### src/hdl/swu_pkg.sv
`default_nettype none

package swu_pkg;

	// count width and derived sizes
	localparam int COUNT_WIDTH   = 32;
	localparam int COUNT_VALUE_W = 32;
	localparam int PERIOD_W      = 16;
	localparam int ACCUM_W       = 32;
	localparam int NUM_DIGITS    = 10;
	localparam int BIT_CNT_W     = $clog2(COUNT_WIDTH + 1);
	localparam int DIG_IDX_W     = $clog2(NUM_DIGITS);
	localparam int REM_W         = $clog2(NUM_DIGITS + 1);

	localparam logic [PERIOD_W-1:0] PERIOD_RESET = PERIOD_W'(100);
	localparam logic [PERIOD_W-1:0] MS_MAX       = '1;

	// ascii codes
	localparam logic [7:0] CH_T    = 8'h54;
	localparam logic [7:0] CH_C    = 8'h43;
	localparam logic [7:0] CH_N    = 8'h4E;
	localparam logic [7:0] CH_NL   = 8'h0A;
	localparam logic [7:0] CH_ZERO = 8'h30;
	localparam logic [7:0] CH_NINE = 8'h39;

	typedef enum logic [1:0] {
		MODE_STOP  = 2'd0,
		MODE_RUN   = 2'd1,
		MODE_CLEAR = 2'd2
	} mode_t;

	typedef enum logic {
		TX_IDLE,
		TX_SEND
	} tx_state_t;

	// architectural state of the watch
	typedef struct packed {
		logic [COUNT_WIDTH-1:0] count;
		mode_t                  mode;
		logic [PERIOD_W-1:0]    ms_elapsed;
		logic [ACCUM_W-1:0]     rx_accum;
		logic                   rx_active;
	} sw_state_t;

	// one loop pass as received
	typedef struct packed {
		logic       ms_tick;
		logic       run_stop_pressed;
		logic       clear_pressed;
		logic       left_pressed;
		logic       right_pressed;
		logic       rx_valid;
		logic [7:0] rx_byte;
		logic       report_on;
	} pass_in_t;

	// start of byte emission for one pass
	typedef struct packed {
		logic                   go;
		logic                   left;
		logic                   right;
		logic                   report;
		logic [COUNT_WIDTH-1:0] count;
		mode_t                  mode;
	} tx_start_t;

	typedef struct packed {
		logic start;
		logic next;
	} bcd_ctrl_t;

	typedef struct packed {
		logic       done;
		logic [3:0] digit;
		logic       last;
	} bcd_stat_t;

	typedef struct packed {
		logic left;
		logic right;
		logic n;
		logic dig;
		logic nl;
		logic empty;
	} tx_pend_t;

endpackage

`default_nettype wire

### src/hdl/swu_step.sv
`default_nettype none

module swu_step (
	input  swu_pkg::sw_state_t               cur,
	input  logic [swu_pkg::PERIOD_W-1:0]     period,
	input  swu_pkg::pass_in_t                pin,
	output swu_pkg::sw_state_t               nxt
);
	import swu_pkg::*;

	logic [PERIOD_W-1:0]    ms;
	logic [COUNT_WIDTH-1:0] cnt;
	mode_t                  md;
	logic [ACCUM_W-1:0]     acc;
	logic                   act;
	logic [ACCUM_W-1:0]     acc_x10;

	assign acc_x10 = (cur.rx_accum << 3) + (cur.rx_accum << 1);

	// timing, button and command stages of one pass
	always_comb begin
		ms  = cur.ms_elapsed;
		cnt = cur.count;
		md  = cur.mode;
		acc = cur.rx_accum;
		act = cur.rx_active;

		// timing
		if (pin.ms_tick && ms != MS_MAX) begin
			ms = ms + PERIOD_W'(1);
		end
		if (ms >= period) begin
			ms = '0;
			if (md == MODE_RUN) begin
				cnt = cnt + COUNT_WIDTH'(1);
			end
		end

		// buttons
		if (pin.clear_pressed) begin
			md = MODE_CLEAR;
		end else begin
			case (md)
				MODE_RUN: begin
					if (pin.run_stop_pressed) begin
						md = MODE_STOP;
					end
				end
				MODE_CLEAR: begin
					md  = MODE_STOP;
					cnt = '0;
				end
				default: begin
					// stop, and the unused code behaves as stop
					md = pin.run_stop_pressed ? MODE_RUN : MODE_STOP;
				end
			endcase
		end

		// received command
		if (pin.rx_valid) begin
			case (pin.rx_byte)
				CH_T: begin
					md  = (md == MODE_RUN) ? MODE_STOP : MODE_RUN;
					act = 1'b0;
				end
				CH_C: begin
					md  = MODE_CLEAR;
					act = 1'b0;
				end
				CH_N: begin
					acc = '0;
					act = 1'b1;
				end
				CH_NL: begin
					if (act) begin
						cnt = acc[COUNT_WIDTH-1:0];
						act = 1'b0;
					end
				end
				default: begin
					if (act && (pin.rx_byte inside {[CH_ZERO:CH_NINE]})) begin
						acc = acc_x10 + ACCUM_W'(pin.rx_byte - CH_ZERO);
					end
				end
			endcase
		end

		nxt.count      = cnt;
		nxt.mode       = md;
		nxt.ms_elapsed = ms;
		nxt.rx_accum   = acc;
		nxt.rx_active  = act;
	end

endmodule

`default_nettype wire

### src/hdl/swu_bcd.sv
`default_nettype none

module swu_bcd (
	input  logic                            clk,
	input  logic                            arst_n,
	input  swu_pkg::bcd_ctrl_t              ctrl,
	input  logic [swu_pkg::COUNT_WIDTH-1:0] value,
	output swu_pkg::bcd_stat_t              stat
);
	import swu_pkg::*;

	logic [COUNT_WIDTH-1:0] bin_q;
	logic [3:0]             dig_q [NUM_DIGITS];
	logic [3:0]             adj   [NUM_DIGITS];
	logic [3:0]             dig_n [NUM_DIGITS];
	logic [BIT_CNT_W-1:0]   cnt_q;
	logic                   busy_q;
	logic                   rdy_q;
	logic [REM_W-1:0]       rem_q;
	logic [REM_W-1:0]       nd;
	logic [DIG_IDX_W-1:0]   rd_idx;

	// add-3 correction and one-bit shift of the decimal digits
	always_comb begin
		for (int i = 0; i < NUM_DIGITS; i++) begin
			adj[i] = (dig_q[i] >= 4'd5) ? dig_q[i] + 4'd3 : dig_q[i];
		end
		dig_n[0] = {adj[0][2:0], bin_q[COUNT_WIDTH-1]};
		for (int i = 1; i < NUM_DIGITS; i++) begin
			dig_n[i] = {adj[i][2:0], adj[i-1][3]};
		end
	end

	// significant digit count, at least one
	always_comb begin
		nd = REM_W'(1);
		for (int i = 0; i < NUM_DIGITS; i++) begin
			if (dig_q[i] != 4'd0) begin
				nd = REM_W'(i + 1);
			end
		end
	end

	// conversion and digit countdown control
	always_ff @(posedge clk or negedge arst_n) begin
		if (!arst_n) begin
			cnt_q  <= '0;
			busy_q <= 1'b0;
			rdy_q  <= 1'b0;
			rem_q  <= '0;
		end else if (ctrl.start) begin
			cnt_q  <= BIT_CNT_W'(COUNT_WIDTH);
			busy_q <= 1'b1;
			rdy_q  <= 1'b0;
			rem_q  <= '0;
		end else if (busy_q) begin
			if (cnt_q != '0) begin
				cnt_q <= cnt_q - BIT_CNT_W'(1);
			end else begin
				busy_q <= 1'b0;
				rdy_q  <= 1'b1;
				rem_q  <= nd;
			end
		end else if (ctrl.next && rem_q != '0) begin
			rem_q <= rem_q - REM_W'(1);
			if (rem_q == REM_W'(1)) begin
				rdy_q <= 1'b0;
			end
		end
	end

	// shift registers for binary input and decimal digits
	always_ff @(posedge clk) begin
		if (ctrl.start) begin
			bin_q <= value;
			for (int i = 0; i < NUM_DIGITS; i++) begin
				dig_q[i] <= 4'd0;
			end
		end else if (busy_q && cnt_q != '0) begin
			bin_q <= bin_q << 1;
			for (int i = 0; i < NUM_DIGITS; i++) begin
				dig_q[i] <= dig_n[i];
			end
		end
	end

	// most significant remaining digit first
	assign rd_idx      = DIG_IDX_W'(rem_q - REM_W'(1));
	assign stat.done   = rdy_q && (rem_q != '0);
	assign stat.digit  = (rem_q != '0) ? dig_q[rd_idx] : 4'd0;
	assign stat.last   = (rem_q == REM_W'(1));

endmodule

`default_nettype wire

### src/hdl/swu_tx.sv
`default_nettype none

module swu_tx (
	input  logic                              clk,
	input  logic                              arst_n,
	input  swu_pkg::tx_start_t                start,
	output logic                              busy,
	output logic                              out_valid,
	input  logic                              out_ready,
	output logic [7:0]                        tx_byte,
	output logic                              tx_valid,
	output logic                              last,
	output logic [swu_pkg::COUNT_VALUE_W-1:0] count_value,
	output logic [1:0]                        mode
);
	import swu_pkg::*;

	tx_state_t              state_q;
	tx_state_t              state_nx;
	tx_pend_t               pend_q;
	tx_pend_t               pend_nx;
	logic [COUNT_WIDTH-1:0] cnt_snap_q;
	mode_t                  mode_snap_q;
	bcd_ctrl_t              bcd_ctrl;
	bcd_stat_t              bcd_stat;

	logic       have;
	logic       is_digit;
	logic [7:0] sel_byte;
	logic       sel_txv;
	logic       sel_last;
	logic       load_ok;
	logic       emit;

	logic                     out_valid_q;
	logic [7:0]               byte_q;
	logic                     txv_q;
	logic                     last_q;
	logic [COUNT_VALUE_W-1:0] cv_q;
	logic [1:0]               mode_q;

	swu_bcd u_bcd (
		.clk    (clk),
		.arst_n (arst_n),
		.ctrl   (bcd_ctrl),
		.value  (start.count),
		.stat   (bcd_stat)
	);

	assign load_ok        = !out_valid_q || out_ready;
	assign emit           = (state_q == TX_SEND) && have && load_ok;
	assign bcd_ctrl.start = (state_q == TX_IDLE) && start.go && start.report;
	assign bcd_ctrl.next  = emit && is_digit;
	assign busy           = (state_q != TX_IDLE);

	// next byte of the pass in order: echoes, then report text
	always_comb begin
		have     = 1'b0;
		is_digit = 1'b0;
		sel_byte = 8'h00;
		sel_txv  = 1'b1;
		sel_last = 1'b0;
		pend_nx  = pend_q;
		if (pend_q.left) begin
			have         = 1'b1;
			sel_byte     = CH_T;
			sel_last     = !pend_q.right && !pend_q.n;
			pend_nx.left = 1'b0;
		end else if (pend_q.right) begin
			have          = 1'b1;
			sel_byte      = CH_C;
			sel_last      = !pend_q.n;
			pend_nx.right = 1'b0;
		end else if (pend_q.n) begin
			have      = 1'b1;
			sel_byte  = CH_N;
			pend_nx.n = 1'b0;
		end else if (pend_q.dig) begin
			if (bcd_stat.done) begin
				have        = 1'b1;
				is_digit    = 1'b1;
				sel_byte    = CH_ZERO | {4'd0, bcd_stat.digit};
				pend_nx.dig = !bcd_stat.last;
			end
		end else if (pend_q.nl) begin
			have       = 1'b1;
			sel_byte   = CH_NL;
			sel_last   = 1'b1;
			pend_nx.nl = 1'b0;
		end else if (pend_q.empty) begin
			have          = 1'b1;
			sel_txv       = 1'b0;
			sel_last      = 1'b1;
			pend_nx.empty = 1'b0;
		end
	end

	// sequencer next state
	always_comb begin
		state_nx = state_q;
		case (state_q)
			TX_IDLE: begin
				if (start.go) begin
					state_nx = TX_SEND;
				end
			end
			TX_SEND: begin
				if (emit && sel_last) begin
					state_nx = TX_IDLE;
				end
			end
			default: begin
				state_nx = TX_IDLE;
			end
		endcase
	end

	// control registers
	always_ff @(posedge clk or negedge arst_n) begin
		if (!arst_n) begin
			state_q     <= TX_IDLE;
			pend_q      <= '0;
			out_valid_q <= 1'b0;
		end else begin
			state_q <= state_nx;
			if (state_q == TX_IDLE && start.go) begin
				pend_q.left  <= start.left;
				pend_q.right <= start.right;
				pend_q.n     <= start.report;
				pend_q.dig   <= start.report;
				pend_q.nl    <= start.report;
				pend_q.empty <= !start.left && !start.right && !start.report;
			end else if (emit) begin
				pend_q <= pend_nx;
			end
			if (emit) begin
				out_valid_q <= 1'b1;
			end else if (out_ready) begin
				out_valid_q <= 1'b0;
			end
		end
	end

	// pass snapshot and output register payload
	always_ff @(posedge clk) begin
		if (state_q == TX_IDLE && start.go) begin
			cnt_snap_q  <= start.count;
			mode_snap_q <= start.mode;
		end
		if (emit) begin
			byte_q <= sel_byte;
			txv_q  <= sel_txv;
			last_q <= sel_last;
			cv_q   <= COUNT_VALUE_W'(cnt_snap_q);
			mode_q <= mode_snap_q;
		end
	end

	assign out_valid   = out_valid_q;
	assign tx_byte     = byte_q;
	assign tx_valid    = txv_q;
	assign last        = last_q;
	assign count_value = cv_q;
	assign mode        = mode_q;

endmodule

`default_nettype wire

### src/hdl/stopwatch_uart_controller.sv
// Stopwatch with a serial command interface, one loop pass per input transfer.
// Input channel (in_valid/in_ready) carries the pass flags and an optional
// received byte. Output channel (out_valid/out_ready) returns one transfer per
// byte to send (T/C echoes, then N, decimal count, newline when report_on),
// or a single transfer with tx_valid low when nothing is sent; last marks the
// final one. count_value and mode show the state at the end of the pass.
// period_ms is to be written through cfg_wr_en/cfg_wr_data only while the
// block is idle; the block itself does not enforce this.
// A report runs a bit-serial binary to decimal converter, one count bit per
// cycle, then gives one digit per cycle while the receiver is ready.
// in_ready is low while a pass is being emitted; a stalled receiver holds the
// output register and the emission simply waits, nothing is dropped.
// Reset clears the count, stop mode, the tick counter and number entry, and
// sets period_ms to 100.
`default_nettype none

module stopwatch_uart_controller (
	input  logic                              clk,
	input  logic                              arst_n,
	input  logic                              cfg_wr_en,
	input  logic [swu_pkg::PERIOD_W-1:0]      cfg_wr_data,
	input  logic                              in_valid,
	output logic                              in_ready,
	input  logic                              ms_tick,
	input  logic                              run_stop_pressed,
	input  logic                              clear_pressed,
	input  logic                              left_pressed,
	input  logic                              right_pressed,
	input  logic                              rx_valid,
	input  logic [7:0]                        rx_byte,
	input  logic                              report_on,
	output logic                              out_valid,
	input  logic                              out_ready,
	output logic [7:0]                        tx_byte,
	output logic                              tx_valid,
	output logic                              last,
	output logic [swu_pkg::COUNT_VALUE_W-1:0] count_value,
	output logic [1:0]                        mode
);
	import swu_pkg::*;

	logic [PERIOD_W-1:0] period_q;
	sw_state_t           st_q;
	sw_state_t           st_nx;
	pass_in_t            pin;
	tx_start_t           txs;
	logic                tx_busy;
	logic                accept;

	assign pin.ms_tick          = ms_tick;
	assign pin.run_stop_pressed = run_stop_pressed;
	assign pin.clear_pressed    = clear_pressed;
	assign pin.left_pressed     = left_pressed;
	assign pin.right_pressed    = right_pressed;
	assign pin.rx_valid         = rx_valid;
	assign pin.rx_byte          = rx_byte;
	assign pin.report_on        = report_on;

	assign in_ready = !tx_busy;
	assign accept   = in_valid && in_ready;

	swu_step u_step (
		.cur    (st_q),
		.period (period_q),
		.pin    (pin),
		.nxt    (st_nx)
	);

	// hand the updated state and pass flags to the byte sequencer
	assign txs.go     = accept;
	assign txs.left   = left_pressed;
	assign txs.right  = right_pressed;
	assign txs.report = report_on;
	assign txs.count  = st_nx.count;
	assign txs.mode   = st_nx.mode;

	swu_tx u_tx (
		.clk         (clk),
		.arst_n      (arst_n),
		.start       (txs),
		.busy        (tx_busy),
		.out_valid   (out_valid),
		.out_ready   (out_ready),
		.tx_byte     (tx_byte),
		.tx_valid    (tx_valid),
		.last        (last),
		.count_value (count_value),
		.mode        (mode)
	);

	// period register
	always_ff @(posedge clk or negedge arst_n) begin
		if (!arst_n) begin
			period_q <= PERIOD_RESET;
		end else if (cfg_wr_en) begin
			period_q <= cfg_wr_data;
		end
	end

	// watch state, updated once per input transfer
	always_ff @(posedge clk or negedge arst_n) begin
		if (!arst_n) begin
			st_q.count      <= '0;
			st_q.mode       <= MODE_STOP;
			st_q.ms_elapsed <= '0;
			st_q.rx_accum   <= '0;
			st_q.rx_active  <= 1'b0;
		end else if (accept) begin
			st_q <= st_nx;
		end
	end

endmodule

`default_nettype wire
### config.mk
export PLATFORM = sky130hd
export DESIGN_NAME = stopwatch_uart_controller
export DESIGN_NICKNAME = d
export VERILOG_FILES = /design/src/hdl/swu_pkg.sv /design/src/hdl/swu_step.sv /design/src/hdl/swu_bcd.sv /design/src/hdl/swu_tx.sv /design/src/hdl/stopwatch_uart_controller.sv
export SDC_FILE = /design/constraint.sdc
export NUM_CORES = 1
export LEC_CHECK = 0
export BUFFER_PORTS_ARGS = -buffer_cell sky130_fd_sc_hd__buf_4
export CORE_MARGIN = 2
export CORE_UTILIZATION = 55
export DETAILED_ROUTE_END_ITERATION = 7
export PLACE_DENSITY = 0.74
export SLEW_MARGIN = 30
export SYNTH_ARGS = -nofsm -noshare
export SYNTH_HDL_FRONTEND = slang
export SYNTH_HIERARCHICAL = 1
export SYNTH_SLANG_ARGS = --single-unit
### constraint.sdc
create_clock -name clk -period 4.8 [get_ports clk]
set_input_delay 0.48 -clock clk [delete_from_list [all_inputs] [get_ports clk]]
set_output_delay 0.48 -clock clk [all_outputs]
set_load 0.01 [all_outputs]
# After elaboration in Yosys (flattened, before gate mapping)

Memories as Yosys holds them, arrays and structs flattened.
Cells that the tools add are included.

Register bits: 229
Memory bits (writable): 40
Input port bits: 36
Output and inout bits: 46
Logic and storage cells: 251
Memories: 1

Add/subtract/negate cells: 17
Order comparisons: 13
Equality and inequality tests: 15
Muxes and demuxes: 106
Bitwise gates (word level): 12
Reduce and logical (&&, ||, !) cells: 59

Memories:

| name             | words | width | read ports | clocked after memory_dff | wr ports | line          | text |
|---|---|---|---|---|---|---|---|
| u_tx.u_bcd.dig_q | 10    | 4     | 11         | 0                        | 10       | swu_bcd.sv:13 | `logic [3:0] dig_q [NUM_DIGITS];` |

Operators by type and width:

| operator                                             | count |
|---|---|
| two-way mux 32 bit                                   | 10 |
| two-way mux 4 bit                                    | 34 |
| adder 32 bit                                         | 2 |
| case mux 32 bit (2 select lines)                     | 1 |
| two-way mux 6 bit                                    | 7 |
| >= comparator 4 x 3 -> 1 bit (second input constant) | 10 |
| nonzero test 4 bit                                   | 10 |
| two-way mux 1 bit                                    | 38 |
| adder 4 x 2 -> 4 bit (second input constant)         | 9 |
| adder 32 x 1 -> 32 bit (second input constant)       | 1 |
| two-way mux 16 bit                                   | 2 |
| == test 8 x 7 -> 1 bit (second input constant)       | 3 |
| adder 16 x 1 -> 16 bit (second input constant)       | 1 |
| >= comparator 16 bit                                 | 1 |
| logical AND 1 bit                                    | 16 |
| != test 16 bit (second input constant)               | 1 |
| two-way mux 5 bit                                    | 3 |
| nonzero test 2 bit                                   | 7 |
| two-way mux 2 bit                                    | 5 |
| != test 2 bit (second input constant)                | 5 |
| OR 1 bit                                             | 10 |
| AND reduction 3 bit                                  | 3 |
| subtractor 8 x 6 -> 9 bit (second input constant)    | 1 |
| == test 8 x 4 -> 1 bit (second input constant)       | 1 |
| 24 further kinds                                     | 41 |

# Longest topological paths before layout

Gate-level depths: netlist of run 1.

Word-level depth: 14
Mapped depth: 20
Depth with buffers taken out: 18

# By module

Netlist of run 1, hierarchy kept.

By module, submodules not included:

| module                    | instances | cells each | area an instance (µm²) |
|---|---|---|---|
| swu_bcd                   | 1         | 421        | 4932.2 |
| swu_step                  | 1         | 679        | 4723.3 |
| stopwatch_uart_controller | 1         | 211        | 4000.1 |
| swu_tx                    | 1         | 142        | 2907.8 |

# Worst setup path before layout of run 1

Ideal clock, no wire load.

Path kind: in2reg
Start point: input port rx_byte[4]
End point: register st_q[32] (netlist bit)
Setup time: 0.125 ns
Data arrival time: 5.786 ns
Slack: -1.111 ns
Cell stages on the path: 13
Buffers on the path: 0
Path through: ha_1 -> nor3_1 -> fa_1 -> ha_1 -> a21oi_1 -> o21a_1 -> a21boi_0 -> a21oi_2 -> o211ai_1 -> a211oi_1 -> o2111ai_1 -> or3b_1 -> mux2_2

Cells in the longest elaborated chain, start to end: 5
Elaborated cells between the ends (all ways): 16
Classes of those cells: 2 x add/sub; 2 x order compare; 4 x eq/ne; 2 x mux; 1 x bitwise; 5 x reduce/logical

Ends and longest elaborated chain:

| item                                                                 | line                             | text |
|---|---|---|
| from (decl)                                                          | stopwatch_uart_controller.sv:30  | `input logic [7:0] rx_byte,` |
| parallel branches: the longest is 5 deep, another holds adder 32 bit | --                               |  |
| to (signal assigned)                                                 | stopwatch_uart_controller.sv:109 | `st_q <= st_nx;` |
| to (decl)                                                            | stopwatch_uart_controller.sv:43  | `sw_state_t st_q;` |

Parallel ways; which one is timed is not known. The select of a mux whose other input is x is not followed.
A chain may end at the register's enable or synchronous reset.

==> results.py, run 1 <==
metrics = {
    "run_status": {
        "status": "complete, no violations",
    },
    "timing": {
        "rsz0062_at_grt": "no",
        "slew_headroom_pct": 37.40,
        "finClkSkew_ns": 0.02343,
        "period_share_pct": 90.55,
        "timing.fmax_mhz": 230.1,
        "finalCriticalPeriod_ns": 4.346,
        "setup_viol": 0,
        "holdWs_ns": 0.1365,
        "slew_violations": 0,
        "tightestPinTransition_ns": 0.9363,
        "fin_setup_tns_ns": 0,
        "final_hold_viol_count": 0,
    },
    "yosys": {
        "syn_avg_cell_area_um2": 11.40,
        "async_reset_ff_share_pct": 44.40,
        "syn_nets": 1597,
        "postSynthCellCount": 1453,
        "ys_seq_area_share_pct": 45.01,
        "syn_area_mm2": 0.01656,
        "synth_edf_count": 149,
        "ys_ff_latch": 268,
        "synthDistinctLibCells": 86,
        "synth_top_flop_cell": "edfxtp_1",
        "yosysTopAreaCellShare_pct": 27.01,
        "synth_area_leaders": "edfxtp_1 (27%), dfrtp_1 (18%), ha_1 (6.0%)",
        "ys_warn_count": 6,
        "yosys.area.top_type": "edfxtp_1",
    },
    "floorplanning": {
        "start_util_pct": 55.88,
        "core.rowCount": 63,
        "fp.dieH_um": 177.5,
        "die_w_um": 177.5,
        "dieArea_mm2": 0.03152,
        "coreArea_mm2": 0.02964,
        "pin_count": 82,
    },
    "grt": {
        "grt.met3_usage_pct": 2.892,
        "grt_overflow": 0,
        "global_route.usage.met2_pct": 38.66,
        "grt_pass1_vias": 11420,
        "met1_usage_pct": 32.06,
        "track_usage_pct": 23.23,
        "grt_pass1_wl_mm": 59.07,
        "globalRoute.busiestLayer": "met2",
        "antenna_found_initial": 0,
        "grt_max_degree": 63,
    },
    "drt": {
        "post_drt_wl_per_cell_um": 18.66,
        "drc": 0,
        "postRouteWirelength_mm": 36.02,
        "dr.pass1.iters": 5,
        "num_vias": 11510,
        "via_per_inst": 5.965,
        "ant_nets": 0,
        "dr.first_iter.drc_count": 917,
    },
    "finish": {
        "area_delta_synth_final_pct": 10.49,
        "design_area_mm2": 0.01830,
        "antenna_cells": 0,
        "fin_nets": 1661,
        "drive_gt1_share_pct": 20.26,
    },
    "setup_path": {
        "arrival_ns": 4.64,
        "worst_setup_path_start_kind": "flip-flop",
        "r2r-start": "st_q[33]",
        "endpoint_kind": "flip-flop",
        "critPathKind": "flip-flop to flip-flop",
        "crit_path_start": "st_q[33]",
        "cp_data_required_time_ns": 5.09,
        "worstPathMaxFanout": 27,
    },
    "place": {
        "dpl.hpwl_mm": 25.21,
        "place_area_mm2": 0.01736,
        "place_congestion": 0.8859,
        "io_buffers": 80,
    },
    "cts": {
        "cts_buffers": 29,
        "cts_setup_buffers": 0,
        "cts_buffer_depth": 3,
        "ctsHoldBuffers": 1,
        "clk_latency_ns": 0.56,
        "cts_resized": 0,
        "clkSinkCount": 268,
        "clk_pin_slew_worst_paths_ns": 0.06,
        "clk_root_buffer_cell": "clkbuf_16",
        "h-tree-depth": 1,
        "tritoncts": "yes",
    },
    "pwr": {
        "ir_drop_uv": 327.5,
        "p_total_mw": 9.368,
        "power_density_mw_per_mm2": 511.9,
        "p_leak_nw": 7.725,
    },
    "hold_path": {
        "holdCritPathClass": "primary input to flip-flop",
        "worstHoldStart": "right_pressed",
    },
    "flow_run": {
        "drv_cap": 0,
    },
}
-- layout make-up --
| type | instances | area, um^2 |
|---|---|---|
| Clock buffer | 39 | 773.2 |
| Fill cell | 2372 | 11340 |
| Sequential cell | 268 | 7456 |
| Tap cell | 390 | 488.0 |
| Multi-Input combinational cell | 1050 | 8411 |
| Clock inverter | 15 | 161.4 |
| Timing Repair Buffer | 97 | 743.2 |
| Inverter | 71 | 269.0 |
-- Yosys cell counts (all sizes together), types with 29 or more instances --
cell type and instances:
a21oi 67, buf 35, clkbuf 29, dfrtp 116
edfxtp 149, fa 29, ha 79, inv 71
mux2 133, nand2 111, nand3 37, nor2 95
nor2b 30, o21ai 76, xnor2 37, xor2 37
-- registers in the layout, indices dropped and copies added (netlist names), 2 cells and up --
register / cells
u_tx/u_bcd/bin_q: 32
st_q: 83
u_tx/mode: 2
u_tx/mode_snap_q: 2
u_tx/u_bcd/cnt_q: 6
period_q: 16
u_tx/cnt_snap_q: 32
u_tx/pend_q: 6
u_tx/tx_byte: 7
u_tx/count_value: 32
u_tx/u_bcd/dig_q: 40
u_tx/u_bcd/rem_q: 4
-- layer usage --
metal / vias to the layer above / share of wire [%]
li1: 5429 / -
met1: 5674 / 45
met2: 348 / 48
met3: 62 / 5.0
met4: 0 / 2.6
met5: - / 0
-- critical path: stages, from the launching register on --
cell and delay, ns:
dfrtp_1 0.39, ha_1 0.20, nand2_1 0.06, nor2_1 0.24
nand2_1 0.11, o31ai_1 0.25, or3_1 0.26, nor2_1 0.08
xor2_1 0.17, ha_1 0.31, a211oi_1 0.06, o21ai_0 0.17
o211ai_1 0.11, a21oi_1 0.14, a211o_1 0.18, nand2_1 0.07
buf_4 0.26, o311ai_0 0.35, nand3_1 0.31, mux2_2 0.35
-- where the power goes --
| part | internal, mW | switching, mW | total [mW] |
|---|---|---|---|
| registers | 3.40 | 0.523 | 3.92 |
| logic | 1.45 | 1.80 | 3.25 |
| clock network | 1.29 | 0.903 | 2.19 |
| total | 6.14 | 3.23 | 9.37 |
-- through the flow --
step / std cells / setup slack [ns] / util (%)
finish: 1930 / 0.4535 / 61.75
global placement: 1874 / 0.4840 / 58.48
CTS: 1930 / 0.4882 / 61.75
global route: 1930 / 0.04554 / 61.75
detailed placement: 1875 / 0.3717 / 58.56
floorplan: 1453 / 0.4222 / -
-- worst paths after layout --
path,end,slack (ns),cells past startpoint
max,u_tx/u_bcd/bin_q[30],0.45,19
min,u_tx/pend_q[4],0.14,2
max reg2reg,u_tx/u_bcd/bin_q[30],0.45,19
min reg2reg,u_tx/count_value[22],0.42,0
max in group asynchronous,st_q[81],3.41,3
min in group asynchronous,st_q[10],0.30,2
-- cells by family after synthesis --
kind of cell,count (synthesis),share of synthesized area (%)
AOI/OAI and AO/OA,287,11.51
DFF,268,45.01
other,1,0.02264
and+or+nand+nor,431,13.60
muxes,149,11.95
adders and majority gates,108,9.473
buffers and inverters,135,4.427
xor gates and xnor gates,74,4.004
-- placed cells by master (no fill, tap or decap), types with 9 or more instances in the layout --
| cell type | count |
|---|---|
| mux2_4 | 59 |
| xnor2_1 | 37 |
| nand3_1 | 37 |
| o211ai_1 | 15 |
| a21o_1 | 23 |
| nand2_1 | 111 |
| nor3b_1 | 16 |
| a22o_1 | 9 |
| o21ai_0 | 72 |
| a211oi_1 | 20 |
| dfrtp_1 | 116 |
| nand4_1 | 27 |
| inv_1 | 70 |
| buf_4 | 95 |
| a21oi_1 | 63 |
| ha_1 | 79 |
| nor2_1 | 94 |
| and3_1 | 13 |
| nand2b_1 | 22 |
| xor2_1 | 35 |
| edfxtp_1 | 149 |
| clkbuf_16 | 29 |
| clkbuf_1 | 9 |
| nor3_1 | 23 |
| nor2b_1 | 29 |
| mux2_2 | 74 |
| fa_1 | 29 |
(Power assumes the default switching activity.)
==> inputs of run 2 (changes only) <==
BUFFER_PORTS_ARGS = not set   (was -buffer_cell sky130_fd_sc_hd__buf_4)
DONT_BUFFER_PORTS = 1   (was not set)
PLACE_DENSITY = 0.71   (was 0.74)
REMOVE_ABC_BUFFERS = 1   (was not set)
==> results.py, run 2 (same netlist as run 1, synthesis figures left out) <==
metrics = {
    "finish": {
        "final_cell_mix": "edfxtp_1 (149), dfrtp_1 (116), nand2_1 (111)",
        "top_register": "st_q",
        "reg_top3": "st_q: 83 flops, u_tx/u_bcd/dig_q: 40 flops",
        "area_delta_synth_final_pct": 7.124,
        "drive_gt1_share_pct": 16.19,
        "design_area_mm2": 0.01774,
        "nFillCells": 2403,
        "largest_register_ffs": 83,
        "antenna_cells": 0,
        "finalNonFillerCells": 1848,
        "fin_nets": 1580,
        "final_common_cell": "edfxtp_1",
    },
    "drt": {
        "num_vias": 11020,
        "via_per_inst": 5.964,
        "post_drt_wl_per_cell_um": 18.36,
        "dr.pass1.iters": 5,
        "ant_nets": 0,
        "postRouteWirelength_mm": 33.93,
        "drc": 0,
        "dr.first_iter.drc_count": 762,
    },
    "setup_path": {
        "arrival_ns": 4.57,
        "worst_setup_path_start_kind": "flip-flop",
        "cp_common_cell": "nand2_1",
        "cp_data_required_time_ns": 5.08,
        "worstPathMaxFanout": 27,
        "cp_slowest_cell": "dfrtp_1",
        "reg2reg_slack_ns": 0.51,
        "crit_family": "compound AO/OA/AOI/OAI gates",
        "critPathKind": "flip-flop to flip-flop",
        "r2r-start": "st_q[33]",
        "r2r-end": "u_tx/u_bcd/bin_q[26]",
        "endpoint_kind": "flip-flop",
        "max_stage_delay_ns": 0.40,
        "timing.critical_path.buf_inv": 1,
        "reg2regPathDepth": 17,
        "cp.depth": 17,
        "cp_cell_sequence": "ha_1 -> nand2_1 -> nor2_1 -> nand2_1 -> o31a_1 -> mux2_2 -> ha_1 -> nand2_1 -> o21ai_0 -> a21oi_1 -> o21ai_1 -> a211o_1 -> nand2_1 -> buf_4 -> o311a_1 -> a221o_1 -> mux2_2",
        "crit_path_start": "st_q[33]",
    },
    "timing": {
        "rsz0062_at_grt": "no",
        "final_hold_viol_count": 0,
        "slew_violations": 0,
        "period_share_pct": 89.36,
        "finalCriticalPeriod_ns": 4.289,
        "timing.final.ws_setup_ns": 0.5107,
        "fin_setup_tns_ns": 0,
        "timing.fmax_mhz": 233.1,
        "slew_headroom_pct": 40.59,
        "setup_viol": 0,
        "finClkSkew_ns": 0.02192,
        "holdWs_ns": 0.08177,
        "tightestPinTransition_ns": 0.8911,
    },
    "floorplanning": {
        "dieArea_mm2": 0.03152,
        "core.rowCount": 63,
        "coreArea_mm2": 0.02964,
        "die_w_um": 177.5,
        "pin_count": 82,
        "start_util_pct": 55.88,
        "fp.dieH_um": 177.5,
    },
    "grt": {
        "grt_pass1_vias": 10990,
        "track_usage_pct": 21.86,
        "grt_overflow": 0,
        "antenna_found_initial": 0,
        "grt_pass1_wl_mm": 56.38,
        "grt_max_degree": 120,
    },
    "pwr": {
        "combPwrFrac_pct": 31.3,
        "swShare_pct": 34.70,
        "pwr-share-seq_pct": 44.3,
        "p_clk_share_pct": 24.4,
        "p_switching_mw": 3.173,
        "internal_power_mw": 5.970,
        "ir_drop_uv": 287.2,
        "power_density_mw_per_mm2": 515.3,
        "p_leak_nw": 7.364,
    },
    "cts": {
        "tritoncts": "yes",
        "clk_root_buffer_cell": "clkbuf_16",
        "clk_latency_ns": 0.55,
        "cts_buffer_depth": 3,
        "clk_pin_slew_worst_paths_ns": 0.06,
        "cts_buffers": 28,
        "h-tree-depth": 1,
        "clkSinkCount": 268,
    },
    "hold_path": {
        "worstHoldStart": "cfg_wr_data[7]",
        "holdCritPathClass": "primary input to flip-flop",
        "hold_depth": 1,
        "hold_end": "period_q[7]",
    },
    "place": {
        "place_area_mm2": 0.01674,
        "dpl.hpwl_mm": 23.80,
        "place_ws_ns": 0.5193,
        "dp.cells": 1794,
        "io_buffers": 0,
        "place_congestion": 0.8847,
    },
    "flow_run": {
        "drv_cap": 0,
    },
    "run_status": {
        "status": "complete, no violations",
    },
}
run 2: final cells by class:
class	count	area (um^2)	share of cell area [%]
multi-input cells	1050	8404	47.37
clock inverters	14	173.9	0.9802
well taps	390	488.0	2.750
clock buffers	38	789.5	4.450
flip-flops and latches	268	7456	42.02
inverters	71	269.0	1.516
repair buffers	17	162.7	0.9167
run 2: worst max path at each step:
| stage | end |
|---|---|
| after floorplan | st_q[32] |
| after global placement | st_q[32] |
| after detailed placement | st_q[32] |
| after CTS | u_tx/u_bcd/bin_q[26] |
| after global routing | u_tx/u_bcd/bin_q[26] |
| final | u_tx/u_bcd/bin_q[26] |
run 2: per-stage QoR:
stage	utilization [%]	power, mW
2_1_floorplan	-	6.141
3_3_place_gp	56.41	6.788
3_5_place_dp	56.49	6.930
4_1_cts	59.87	9.213
5_1_grt	59.87	9.727
6_report	59.87	9.144
run 2: metal layers:
metal | track usage, % | part of all wire [%]
met1 | 31.01 | 46
met2 | 36.56 | 48
met3 | 1.949 | 4.5
met4 | 4.986 | 1.7
met5 | 0 | 0
run 2: power by group through the flow:
stage	sequential, mW	combinational (mW)	clock [mW]
global route	4.15	3.21	2.37
floorplan	3.92	2.22	0
detailed placement	4.10	2.83	0
CTS	4.06	2.88	2.28
finish	4.05	2.86	2.23
global placement	4.08	2.70	0
run 2: worst register-to-register path, delay by kind of cell, from the launching register on:
kind / cells / cell delay [ns]
AO/OA/AOI/OAI: 7 / 1.77
adder cells (fa/ha/maj): 2 / 0.49
buffers and inverters: 1 / 0.25
flip-flops: 1 / 0.40
multiplexers: 2 / 0.60
AND/OR/NAND/NOR: 5 / 0.52
run 2: repair_timing:
item / 4_1_cts / 5_1_grt
resized for setup: 0 / 0
hold buffers: 2 / 0
hold endpoints to repair: 119 / 0
buffers inserted: 0 / 0
